==> src/hdl/msd_pkg.sv <==
// ----------------------------------------------------------------------------
// msd_pkg
// Shared types and constants for the multi-limb short divider.
// ----------------------------------------------------------------------------
package msd_pkg;

  // Fixed field and bus widths
  localparam int FIELD_W   = 64;
  localparam int CFG_DATA_W = 64;
  localparam int CFG_ADDR_W = 4;
  // paddr bit that picks the register (registers sit at 8-byte steps)
  localparam int REG_SEL_BIT = 3;

  // Register indexes
  typedef enum logic {
    REG_DIVISOR = 1'b0,
    REG_RADIX   = 1'b1
  } reg_idx_t;

  // Reset values
  localparam logic [FIELD_W-1:0] DIVISOR_RST = 64'd1;
  localparam logic [FIELD_W-1:0] RADIX_RST   = 64'd10;

  // Sequencer states
  typedef enum logic [1:0] {
    ST_IDLE = 2'd0,
    ST_MUL  = 2'd1,
    ST_DIV  = 2'd2,
    ST_DONE = 2'd3
  } msd_state_t;

endpackage

==> src/hdl/multi_limb_short_division.sv <==
// ----------------------------------------------------------------------------
// multi_limb_short_division
// Divides a multi-limb number, most significant limb first, by one limb.
// ----------------------------------------------------------------------------
// Channel   Dir  Ports            Contents
// in_       in   tdata/tuser/last digit / first_digit / last_digit
// out_      out  tdata/tlast      {running_remainder, quotient_digit} / is_last
// cfg_      in   APB, 64b data    0x0 divisor, 0x8 radix_base
//
// Each item runs through LIMB_WIDTH shift-add steps that form
// remainder*radix+digit, then 2*LIMB_WIDTH restoring steps that divide
// that double-width value.
// One item is in work at a time; the finished result sits in the output
// register so the next item can be taken while it waits.
// Reset: rst_n, synchronous; divisor 1, radix 10, carried remainder 0.
// A stalled output holds the sequencer in its last state until room frees up.
// ----------------------------------------------------------------------------
module multi_limb_short_division
  import msd_pkg::*;
#(
  parameter int LIMB_WIDTH = 64
) (
  input  logic                  clk,
  input  logic                  rst_n,
  // input items
  input  logic                  in_tvalid,
  output logic                  in_tready,
  input  logic [FIELD_W-1:0]    in_tdata,   // [63:0] digit
  input  logic                  in_tuser,   // [0] first_digit
  input  logic                  in_tlast,   // last_digit
  // result items
  output logic                  out_tvalid,
  input  logic                  out_tready,
  output logic [2*FIELD_W-1:0]  out_tdata,  // [63:0] quotient_digit,
                                            // [127:64] running_remainder
  output logic                  out_tlast,  // is_last
  // configuration
  input  logic                  cfg_psel,
  input  logic                  cfg_penable,
  input  logic                  cfg_pwrite,
  input  logic [CFG_ADDR_W-1:0] cfg_paddr,
  input  logic [CFG_DATA_W-1:0] cfg_pwdata,
  output logic [CFG_DATA_W-1:0] cfg_prdata,
  output logic                  cfg_pready
);

  localparam int W     = LIMB_WIDTH;
  localparam int CNT_W = $clog2(2 * LIMB_WIDTH);
  localparam logic [CNT_W-1:0] MUL_LAST = CNT_W'(LIMB_WIDTH - 1);
  localparam logic [CNT_W-1:0] DIV_LAST = CNT_W'(2 * LIMB_WIDTH - 1);

  // configuration registers
  logic [W-1:0] divisor_r, radix_r;
  // sequencer
  msd_state_t   state_r, state_nxt;
  logic [CNT_W-1:0] cnt_r, cnt_nxt;
  // datapath: rem_r is the multiplicand during MUL and the partial
  // remainder during DIV; after DIV it is the carried remainder
  logic [W-1:0]   rem_r, rem_nxt;
  logic [2*W-1:0] acc_r, acc_nxt;
  logic           last_r, last_nxt;
  // output register
  logic           out_valid_r;
  logic [W-1:0]   out_q_r, out_rem_r;
  logic           out_last_r;

  logic in_acc, load_out, cfg_wr;
  reg_idx_t reg_sel;

  // ---------------- configuration port ----------------
  assign cfg_pready = 1'b1;
  assign cfg_wr     = cfg_psel & cfg_penable & cfg_pwrite & cfg_pready;
  assign reg_sel    = reg_idx_t'(cfg_paddr[REG_SEL_BIT]);

  always_ff @(posedge clk) begin
    if (!rst_n) begin
      divisor_r <= DIVISOR_RST[W-1:0];
      radix_r   <= RADIX_RST[W-1:0];
    end else if (cfg_wr) begin
      case (reg_sel)
        REG_DIVISOR: begin
          // zero divisor writes are dropped
          if (cfg_pwdata[W-1:0] != '0) divisor_r <= cfg_pwdata[W-1:0];
        end
        REG_RADIX: radix_r <= cfg_pwdata[W-1:0];
        default: ;
      endcase
    end
  end

  always_comb begin
    case (reg_sel)
      REG_DIVISOR: cfg_prdata = CFG_DATA_W'(divisor_r);
      REG_RADIX:   cfg_prdata = CFG_DATA_W'(radix_r);
      default:     cfg_prdata = '0;
    endcase
  end

  // ---------------- sequencer ----------------
  always_comb begin
    state_nxt = state_r;
    case (state_r)
      ST_IDLE: if (in_tvalid) state_nxt = ST_MUL;
      ST_MUL:  if (cnt_r == MUL_LAST) state_nxt = ST_DIV;
      ST_DIV:  if (cnt_r == DIV_LAST) state_nxt = ST_DONE;
      ST_DONE: if (!out_valid_r || out_tready) state_nxt = ST_IDLE;
      default: state_nxt = ST_IDLE;
    endcase
  end

  always_comb begin
    in_tready = 1'b0;
    load_out  = 1'b0;
    case (state_r)
      ST_IDLE: in_tready = 1'b1;
      ST_DONE: load_out  = !out_valid_r || out_tready;
      default: ;
    endcase
  end

  assign in_acc = in_tvalid & in_tready;

  // ---------------- datapath ----------------
  logic [W:0] mul_sum;
  logic [W:0] div_shift;
  logic [W:0] div_diff;
  logic       div_ge;

  always_comb begin
    // multiply-add, LSB of radix first: acc = {hi, radix bits left}
    mul_sum   = {1'b0, acc_r[2*W-1:W]} + (acc_r[0] ? {1'b0, rem_r} : '0);
    // restoring division, dividend bits leave acc at the top
    div_shift = {rem_r, acc_r[2*W-1]};
    div_diff  = div_shift - {1'b0, divisor_r};
    div_ge    = (div_shift >= {1'b0, divisor_r});

    rem_nxt  = rem_r;
    acc_nxt  = acc_r;
    cnt_nxt  = cnt_r;
    last_nxt = last_r;
    case (state_r)
      ST_IDLE: begin
        if (in_acc) begin
          rem_nxt  = in_tuser ? '0 : rem_r;
          acc_nxt  = {in_tdata[W-1:0], radix_r};
          cnt_nxt  = '0;
          last_nxt = in_tlast;
        end
      end
      ST_MUL: begin
        acc_nxt = {mul_sum, acc_r[W-1:1]};
        if (cnt_r == MUL_LAST) begin
          rem_nxt = '0;
          cnt_nxt = '0;
        end else begin
          cnt_nxt = cnt_r + 1'b1;
        end
      end
      ST_DIV: begin
        rem_nxt = div_ge ? div_diff[W-1:0] : div_shift[W-1:0];
        acc_nxt = {acc_r[2*W-2:0], div_ge};
        cnt_nxt = cnt_r + 1'b1;
      end
      default: ;
    endcase
  end

  always_ff @(posedge clk) begin
    if (!rst_n) begin
      state_r     <= ST_IDLE;
      cnt_r       <= '0;
      rem_r       <= '0;
      out_valid_r <= 1'b0;
    end else begin
      state_r <= state_nxt;
      cnt_r   <= cnt_nxt;
      rem_r   <= rem_nxt;
      if (load_out)        out_valid_r <= 1'b1;
      else if (out_tready) out_valid_r <= 1'b0;
    end
  end

  always_ff @(posedge clk) begin
    acc_r  <= acc_nxt;
    last_r <= last_nxt;
    if (load_out) begin
      out_q_r    <= acc_r[W-1:0];
      out_rem_r  <= rem_r;
      out_last_r <= last_r;
    end
  end

  assign out_tvalid = out_valid_r;
  assign out_tdata  = {FIELD_W'(out_rem_r), FIELD_W'(out_q_r)};
  assign out_tlast  = out_last_r;

endmodule

==> config.mk <==
export PLATFORM = sky130hd
export DESIGN_NAME = multi_limb_short_division
export DESIGN_NICKNAME = d
export VERILOG_FILES = /design/src/hdl/msd_pkg.sv /design/src/hdl/multi_limb_short_division.sv
export SDC_FILE = /design/constraint.sdc
export NUM_CORES = 1
export LEC_CHECK = 0
export ABC_AREA = 1
export BUFFER_PORTS_ARGS = -buffer_cell sky130_fd_sc_hd__buf_2
export CAP_MARGIN = 20
export CORE_UTILIZATION = 41
export CTS_CLUSTER_DIAMETER = 50
export DETAILED_ROUTE_END_ITERATION = 10
export GPL_TIMING_DRIVEN = 0
export HOLD_SLACK_MARGIN = 0.15
export SLEW_MARGIN = 10
export SYNTH_ARGS = -nofsm -noshare
export SYNTH_HDL_FRONTEND = slang
export SYNTH_SLANG_ARGS = --single-unit
export TNS_END_PERCENT = 20
==> constraint.sdc <==
create_clock -name clk -period 13.75 [get_ports clk]
set_input_delay 2.75 -clock clk [delete_from_list [all_inputs] [get_ports clk]]
set_output_delay 2.75 -clock clk [all_outputs]
set_load 0.02 [all_outputs]
==> out/metrics.cfg, run 1 <==
[yosys]
synthCells = 4482
netlist_area_sq_um = 30600
synth_flop_cell = edfxtp_1
syn-num-nets = 4759
yosysTopAreaCellShare = 0.253
synth-async-reset-ratio = 0
synth_edf_count = 258
synthDistinctLibCells = 50
syn-mean-instance-area_sq_um = 6.83
yosysWarnings = 0
synth.area.top_cells = edfxtp_1 25%, nand2_1 15%, dfxtp_1 13%, a21oi_1 8.8%, inv_1 7.7%
synthDominantAreaCellType = edfxtp_1
ys_seq_area_frac = 0.385
ys_seq_elements = 460

[timing]
fin_skew_ns = 0.0332
maxSlewHeadroom = 0.215
drv_slew = 0
tightest_slew_ns = 1.18
rsz0062_at_grt = false
post-route-period-util = 0.570
hold_viol = 0
fmax_mhz = 128
setup_viol = 0
min_period_ns = 7.84

[grt]
grt_max_degree = 27
grt_pass1_vias = 28697
antenna_found_initial = 3
grt-ovfl-total = 0
grtUsageTotal = 0.331
grt_pass1_wl_mm = 184

[worst_setup_path]
crit_buf_inv = 5
startpoint = cfg_paddr[3]
cpPeakStageDelay_ns = 0.60
arrival_ns = 5.09
reg2reg_depth = 19
critPathCapture = cfg_prdata[54]
rrSetupSlack_ns = 8.91
path_max_fanout = 10
reg2reg_from = acc_r[0]
critPathSlowestCell = clkbuf_1
end_kind = output pin
cp.depth = 7
r2r-end = acc_r[109]
path_common_cell = clkbuf_1
start_kind = input pin
cp.required_ns = 11.00
worstSetupPathType = input pin to output pin
crit_family = buffers and inverters
path_cells = buf_2 -> clkbuf_1 -> clkbuf_1 -> clkbuf_1 -> nand2_1 -> o21ai_0 -> buf_2

[clock_tree]
clockBufferDepth = 3
path_clk_slew_ns = 0.05
h-tree-depth = 3
clock_sink_count = 460
tritoncts = done
cts-buffers-inserted = 68
cts_hold_buf = 0
worstSkewPairLatency_ns = 0.64
cts_setup_buffers = 0
cts_root_buffer = clkbuf_16
cts-resized-gates = 0

[floorplanning]
io_pins = 337
start_util = 0.417
core_sq_um = 73500
rows = 99
die_w_um = 275
fp.dieArea_sq_um = 75800
chipHeight_um = 275

[power_and_ir_drop]
power_density_nw_per_um2 = 214
power.leakage_nw = 17.2
power_mw = 7.75
ir_drop_uv = 101

[min_path]
hold_class = flip-flop to flip-flop

[outcome]
status = completed

[routing]
detail_route.first_pass.iterations = 6
num_vias = 31685
dr.first_iter.drc_count = 3604
wl_mm = 128
drtAntennaViolNets = 0
drc = 0
wire_per_inst_um = 21.7
viasPerCell = 5.36

[final_layout]
ff_latch_area_sq_um = 11800
num-fill-cells = 7721
post-route-util = 0.493
drive_above_1_share = 0.120
multi_input_area_sq_um = 15700
final_cells = 5913
area_delta_synth_final_pct = 18.3
nNetsFinal = 5173

[placed_design]
io_buffers = 332
dp.cells = 5785
routabilityCongestion = 1.03
dpl.hpwl_mm = 106

[job]
timing.max_cap.violations = 0

[placed cells by master (no fill, tap or decap), types with 117 or more instances in the layout]
cell	netlist	layout
ha_1	134	134
nor2_1	521	521
inv_1	629	629
edfxtp_1	258	258
buf_2	11	343
nand2_1	1216	1216
nand3_1	217	217
clkbuf_1	116	117
a21oi_1	539	537
o21ai_0	285	285
dfxtp_1	202	202
[cell type report]
type,instances,area share
inverter,646,0.0669
sequential,460,0.326
buffer,159,0.0211
tap,959,0.0331
clock buffer,76,0.0485
multi-input combinational,3217,0.433
clock inverter,50,0.0197
timing repair buffer,344,0.0524
antenna,2,0.000138
[registers in the layout, indices dropped and copies added, names as in the netlist]
name / cells
rem_r: 64
radix_r: 64
last_r: 1
state_r: 2
acc_r: 128
out_rem_r: 64
divisor_r: 64
cnt_r: 7
out_tlast: 1
out_q_r: 64
out_tvalid: 1
[cells in the mapped netlist (2+ instances only)]
| cell type | instances |
|---|---|
| buf_6 | 14 |
| nor2_4 | 4 |
| dfxtp_1 | 202 |
| a21oi_1 | 539 |
| nor3_2 | 2 |
| xnor2_1 | 29 |
| edfxtp_1 | 258 |
| buf_2 | 11 |
| buf_1 | 9 |
| nand3_2 | 12 |
| a21o_1 | 4 |
| xor2_1 | 3 |
| o21a_1 | 4 |
| nand3b_1 | 68 |
| nor2_2 | 16 |
| a21boi_0 | 2 |
| a31oi_1 | 2 |
| nand2_1 | 1216 |
| fa_1 | 2 |
| a21oi_2 | 12 |
| clkinv_1 | 2 |
| nand4_1 | 33 |
| nand2_2 | 15 |
| inv_1 | 629 |
| nor2_1 | 521 |
| nor3_1 | 21 |
| or2_2 | 14 |
| o21bai_1 | 23 |
| nand3_1 | 217 |
| nor4_1 | 23 |
| buf_4 | 6 |
| inv_2 | 15 |
| o21ai_0 | 285 |
| clkbuf_1 | 116 |
| and2_1 | 5 |
| ha_1 | 134 |
[logic make-up after synthesis]
kind of cell             Yosys count  synth area share
buffers and inverters            805             0.104
other                              1          0.000122
adder cells (fa/ha/maj)          136            0.0561
XOR/XNOR                          32           0.00915
flip-flops                       460             0.385
AO/OA/AOI/OAI                    878             0.148
AND/OR/NAND/NOR                 2170             0.297
[worst min path at each step]
| stage | cells after the start | endpoint | startpoint |
|---|---|---|---|
| 2_1_floorplan | 0 | out_tlast | last_r |
| 3_3_place_gp | 0 | out_tlast | last_r |
| 3_5_place_dp | 0 | out_tlast | last_r |
| 4_1_cts | 0 | out_tlast | last_r |
| 5_1_grt | 0 | out_tlast | last_r |
| 6_report | 0 | out_tlast | last_r |
[power by group]
group	total [mW]	switching, mW	leakage (nW)	internal [mW]
clock	1.87	0.759	1.18	1.12
combinational	3.74	2.63	11.8	1.11
sequential	2.13	0.224	4.15	1.91
[routing by layer]
layer  wire, um  global-route usage
met1      57900               0.483
met2      56000               0.509
met3      10700              0.0432
met4       3660              0.0994
met5          0                   0
[per-stage QoR]
stage	cell area (sq um)	hold WS [ns]	setup WS (ns)	setup TNS (ns)
detailed placement	33700	0.417	5.99	0
floorplan	30600	0.400	2.75	0
global placement	33500	0.402	-2.50	-181.28
global route	36200	0.435	5.88	0
finish	36200	0.429	5.91	0
CTS	36200	0.430	5.99	0
Note: power is estimated with default switching activity, not from simulation.
==> run 2, diff against run 1 <==
ABC_AREA = 0   (was 1)
clock period = 7.7 ns   (was 13.75 ns; I/O delays follow)
==> run 2 against run 1 <==
Combinational power grew 38%. Clock-buffer cell count shrank 1. Core utilization shrank 0.085 points. Synthesized cell count shrank 33%. Area after synthesis shrank 13%. Design area shrank 12%. Die area shrank 13%.
==> out/metrics.cfg, run 2 <==
[yosys]
synth_compound_area_frac = 0.220  ; +0.0715
yosys.area_share.adder = 0.0642  ; +0.00817
syn-num-nets = 3268  ; -31%
yosysTopAreaCellShare = 0.290  ; +0.0369
synth_flop_cell = edfxtp_1
netlist_area_sq_um = 26700  ; -13%
yosysWarnings = 0  ; unchanged
synthXorXnorAreaFrac = 0.0406  ; +0.0315
synth_commonest_cells = 367 x nand2_1, 321 x a21oi_1, 258 x edfxtp_1, 221 x o21ai_0, 211 x nor2_1
yosysMostFrequentCell = nand2_1
synthCells = 2991  ; -33%
muxShareOfSynthArea = 0.0278  ; +0.0278
synthDominantAreaCellType = edfxtp_1
synthDistinctLibCells = 68  ; +36%
synth-simple-area-share = 0.163  ; -0.134
ys_seq_area_frac = 0.441  ; +0.0561
synth-async-reset-ratio = 0  ; unchanged
syn-mean-instance-area_sq_um = 8.93  ; +31%
synth_top_family_by_area = compound AO/OA/AOI/OAI gates
synth.area.top_cells = edfxtp_1 29%, dfxtp_1 15%, ha_1 6.3%, a21oi_1 6.0%, nand2_1 5.2%
synth_edf_count = 258  ; unchanged
ys_seq_elements = 460  ; unchanged

[floorplanning]
chipHeight_um = 257  ; -6.5%
io_pins = 337  ; unchanged
core_sq_um = 64500  ; -12%
fp.dieArea_sq_um = 66200  ; -13%
die_w_um = 257  ; -6.5%
start_util = 0.415  ; -0.00231
rows = 93  ; -6.1%

[timing]
hold_slack_ns = 0.424  ; -0.00536 ns
drv_slew = 0  ; unchanged
hold_viol = 0  ; unchanged
fin_skew_ns = 0.0234  ; -0.00986 ns
rsz0062_at_grt = false
post-route-period-util = 0.727
tightest_slew_ns = 1.08  ; -0.0935 ns
fmax_mhz = 179
maxSlewHeadroom = 0.269  ; +0.0547
setup_viol = 0  ; unchanged
min_period_ns = 5.60

[min_path]
whs_endpoint = out_tlast
hold_class = flip-flop to flip-flop
whs_path_depth = 0  ; unchanged
hp-start = last_r

[final_layout]
mostFrequentLayoutCell = nand2_1
final_cell_mix = 367 x nand2_1, 344 x buf_2, 321 x a21oi_1, 258 x edfxtp_1, 221 x o21ai_0
area_delta_synth_final_pct = 18.7
num-fill-cells = 6276  ; -19%
nNetsFinal = 3671  ; -29%
final_cells = 4300  ; -27%
largest_register_ffs = 128  ; unchanged
regMostFlops = acc_r
antenna_cells = 0  ; -2
drive_above_1_share = 0.138  ; +0.0181

[worst_setup_path]
r2r-end = acc_r[109]
reg2reg_from = acc_r[0]
start_kind = flip-flop
arrival_ns = 5.95  ; +0.86 ns
reg2reg_depth = 16  ; -3
end_kind = flip-flop
cp.required_ns = 8.05  ; -2.95 ns
worstSetupPathType = flip-flop to flip-flop
path_max_fanout = 10  ; unchanged
rrSetupSlack_ns = 2.10  ; -6.81 ns

[clock_tree]
clock_sink_count = 460  ; unchanged
clockBufferDepth = 3  ; unchanged
tritoncts = done
cts-resized-gates = 0  ; unchanged
cts_root_buffer = clkbuf_16
path_clk_slew_ns = 0.06  ; about the same
worstSkewPairLatency_ns = 0.62  ; -0.02 ns
cts_setup_buffers = 0  ; unchanged
cts_hold_buf = 0  ; unchanged
cts-buffers-inserted = 60  ; -12%
h-tree-depth = 2  ; -1

[routing]
dr.first_iter.drc_count = 1940  ; -46%
viasPerCell = 5.56  ; +3.8%
drc = 0  ; unchanged
wire_per_inst_um = 21.8  ; +0.54%
num_vias = 23913  ; -25%
wl_mm = 93.8  ; -27%
detail_route.first_pass.iterations = 6  ; unchanged
drtAntennaViolNets = 0  ; unchanged

[placed_design]
dp.cells = 4187  ; -28%
dpl.hpwl_mm = 73.6  ; -31%
routabilityCongestion = 0.952  ; -7.2%
io_buffers = 332  ; unchanged

[power_and_ir_drop]
power.leakage_nw = 12.5  ; -27%
ir_drop_uv = 216  ; +110%
power_density_nw_per_um2 = 373  ; +74%

[job]
timing.max_cap.violations = 0  ; unchanged

[grt]
grt_pass1_vias = 23007  ; -20%
grt_pass1_wl_mm = 139  ; -25%
grt_max_degree = 106  ; +290%
grtUsageTotal = 0.274  ; -0.0570
grt-ovfl-total = 0  ; unchanged
antenna_found_initial = 4  ; +1

[outcome]
status = completed

## run 2: cell count changes after synthesis, moves of 105 or more
cell	previous run	this run
a21oi_1	539	321
a22oi_1	1	106
inv_1	629	100
nand2_1	1216	367
nand3_1	217	29
nor2_1	521	211
## run 2: worst max-delay path: stages, from the launching register on
cell and delay, ns:
edfxtp_1 0.38, clkbuf_1 0.60, clkbuf_1 0.41, and2_1 0.19
ha_1 0.21, fa_1 0.23, a21oi_1 0.11, o211ai_1 0.20
nand4_1 0.17, o21ai_0 0.48, a31oi_1 0.23, o21ai_0 0.89
a31oi_1 0.27, o21ai_0 0.47, a21oi_1 0.16, xor2_1 0.21
o21ai_0 0.10
## run 2: worst max path at each step
| stage | slack [ns] | to | from |
|---|---|---|---|
| 6_report | 2.10 | acc_r[109] | acc_r[0] |
| 5_1_grt | 1.90 | acc_r[121] | acc_r[0] |
| 4_1_cts | 2.16 | acc_r[121] | acc_r[0] |
| 3_5_place_dp | 2.20 | acc_r[121] | acc_r[0] |
| 3_3_place_gp | -0.86 | rem_r[60] | in_tvalid |
| 2_1_floorplan | 1.79 | rem_r[50] | in_tvalid |
## run 2: kinds of logic (layout without fill, tap and decap cells)
family	after synthesis	in the layout
compound gates	966	966
xor+xnor	124	124
fa+ha+maj	136	136
buf+inv	299	753
flops	460	460
mux	74	74
other cells	1	1
simple gates	931	931
## run 2: area by class of cell
| cell class | instances | area (sq um) | area share |
|---|---|---|---|
| Tap cell | 855 | 1070 | 0.0337 |
| Buffer | 199 | 782 | 0.0246 |
| Clock buffer | 75 | 1660 | 0.0524 |
| Timing Repair Buffer | 341 | 1850 | 0.0582 |
| Multi-Input combinational cell | 2232 | 13800 | 0.434 |
| Inverter | 100 | 383 | 0.0121 |
| Clock inverter | 38 | 415 | 0.0131 |
| Sequential cell | 460 | 11800 | 0.372 |
## run 2: through the flow
step / power (mW) / cell area, sq um / util / setup slack (ns) / setup TNS [ns]
6_report: 11.8 / 31700 / 0.492 / 2.10 / 0
5_1_grt: 12.5 / 31700 / 0.492 / 1.90 / 0
3_3_place_gp: 8.93 / 29500 / 0.457 / -0.860 / -33.40
3_5_place_dp: 8.92 / 29700 / 0.460 / 2.20 / 0
2_1_floorplan: 7.21 / 26700 / - / 1.79 / 0
4_1_cts: 11.8 / 31700 / 0.492 / 2.16 / 0
## run 2: metal layers
layer	wire length [um]	vias to the layer above	global-route usage
met5	34	-	0
met4	2500	6	0.0858
met3	6070	136	0.0396
met2	42300	808	0.438
met1	42900	11360	0.383
li1	-	11603	-
## run 2: power by group
group / switching, mW / leakage (nW) / total, mW / internal, mW
clock network: 1.17 / 1.02 / 2.90 / 1.73
logic: 3.45 / 7.42 / 5.15 / 1.69
registers: 0.386 / 4.06 / 3.79 / 3.41
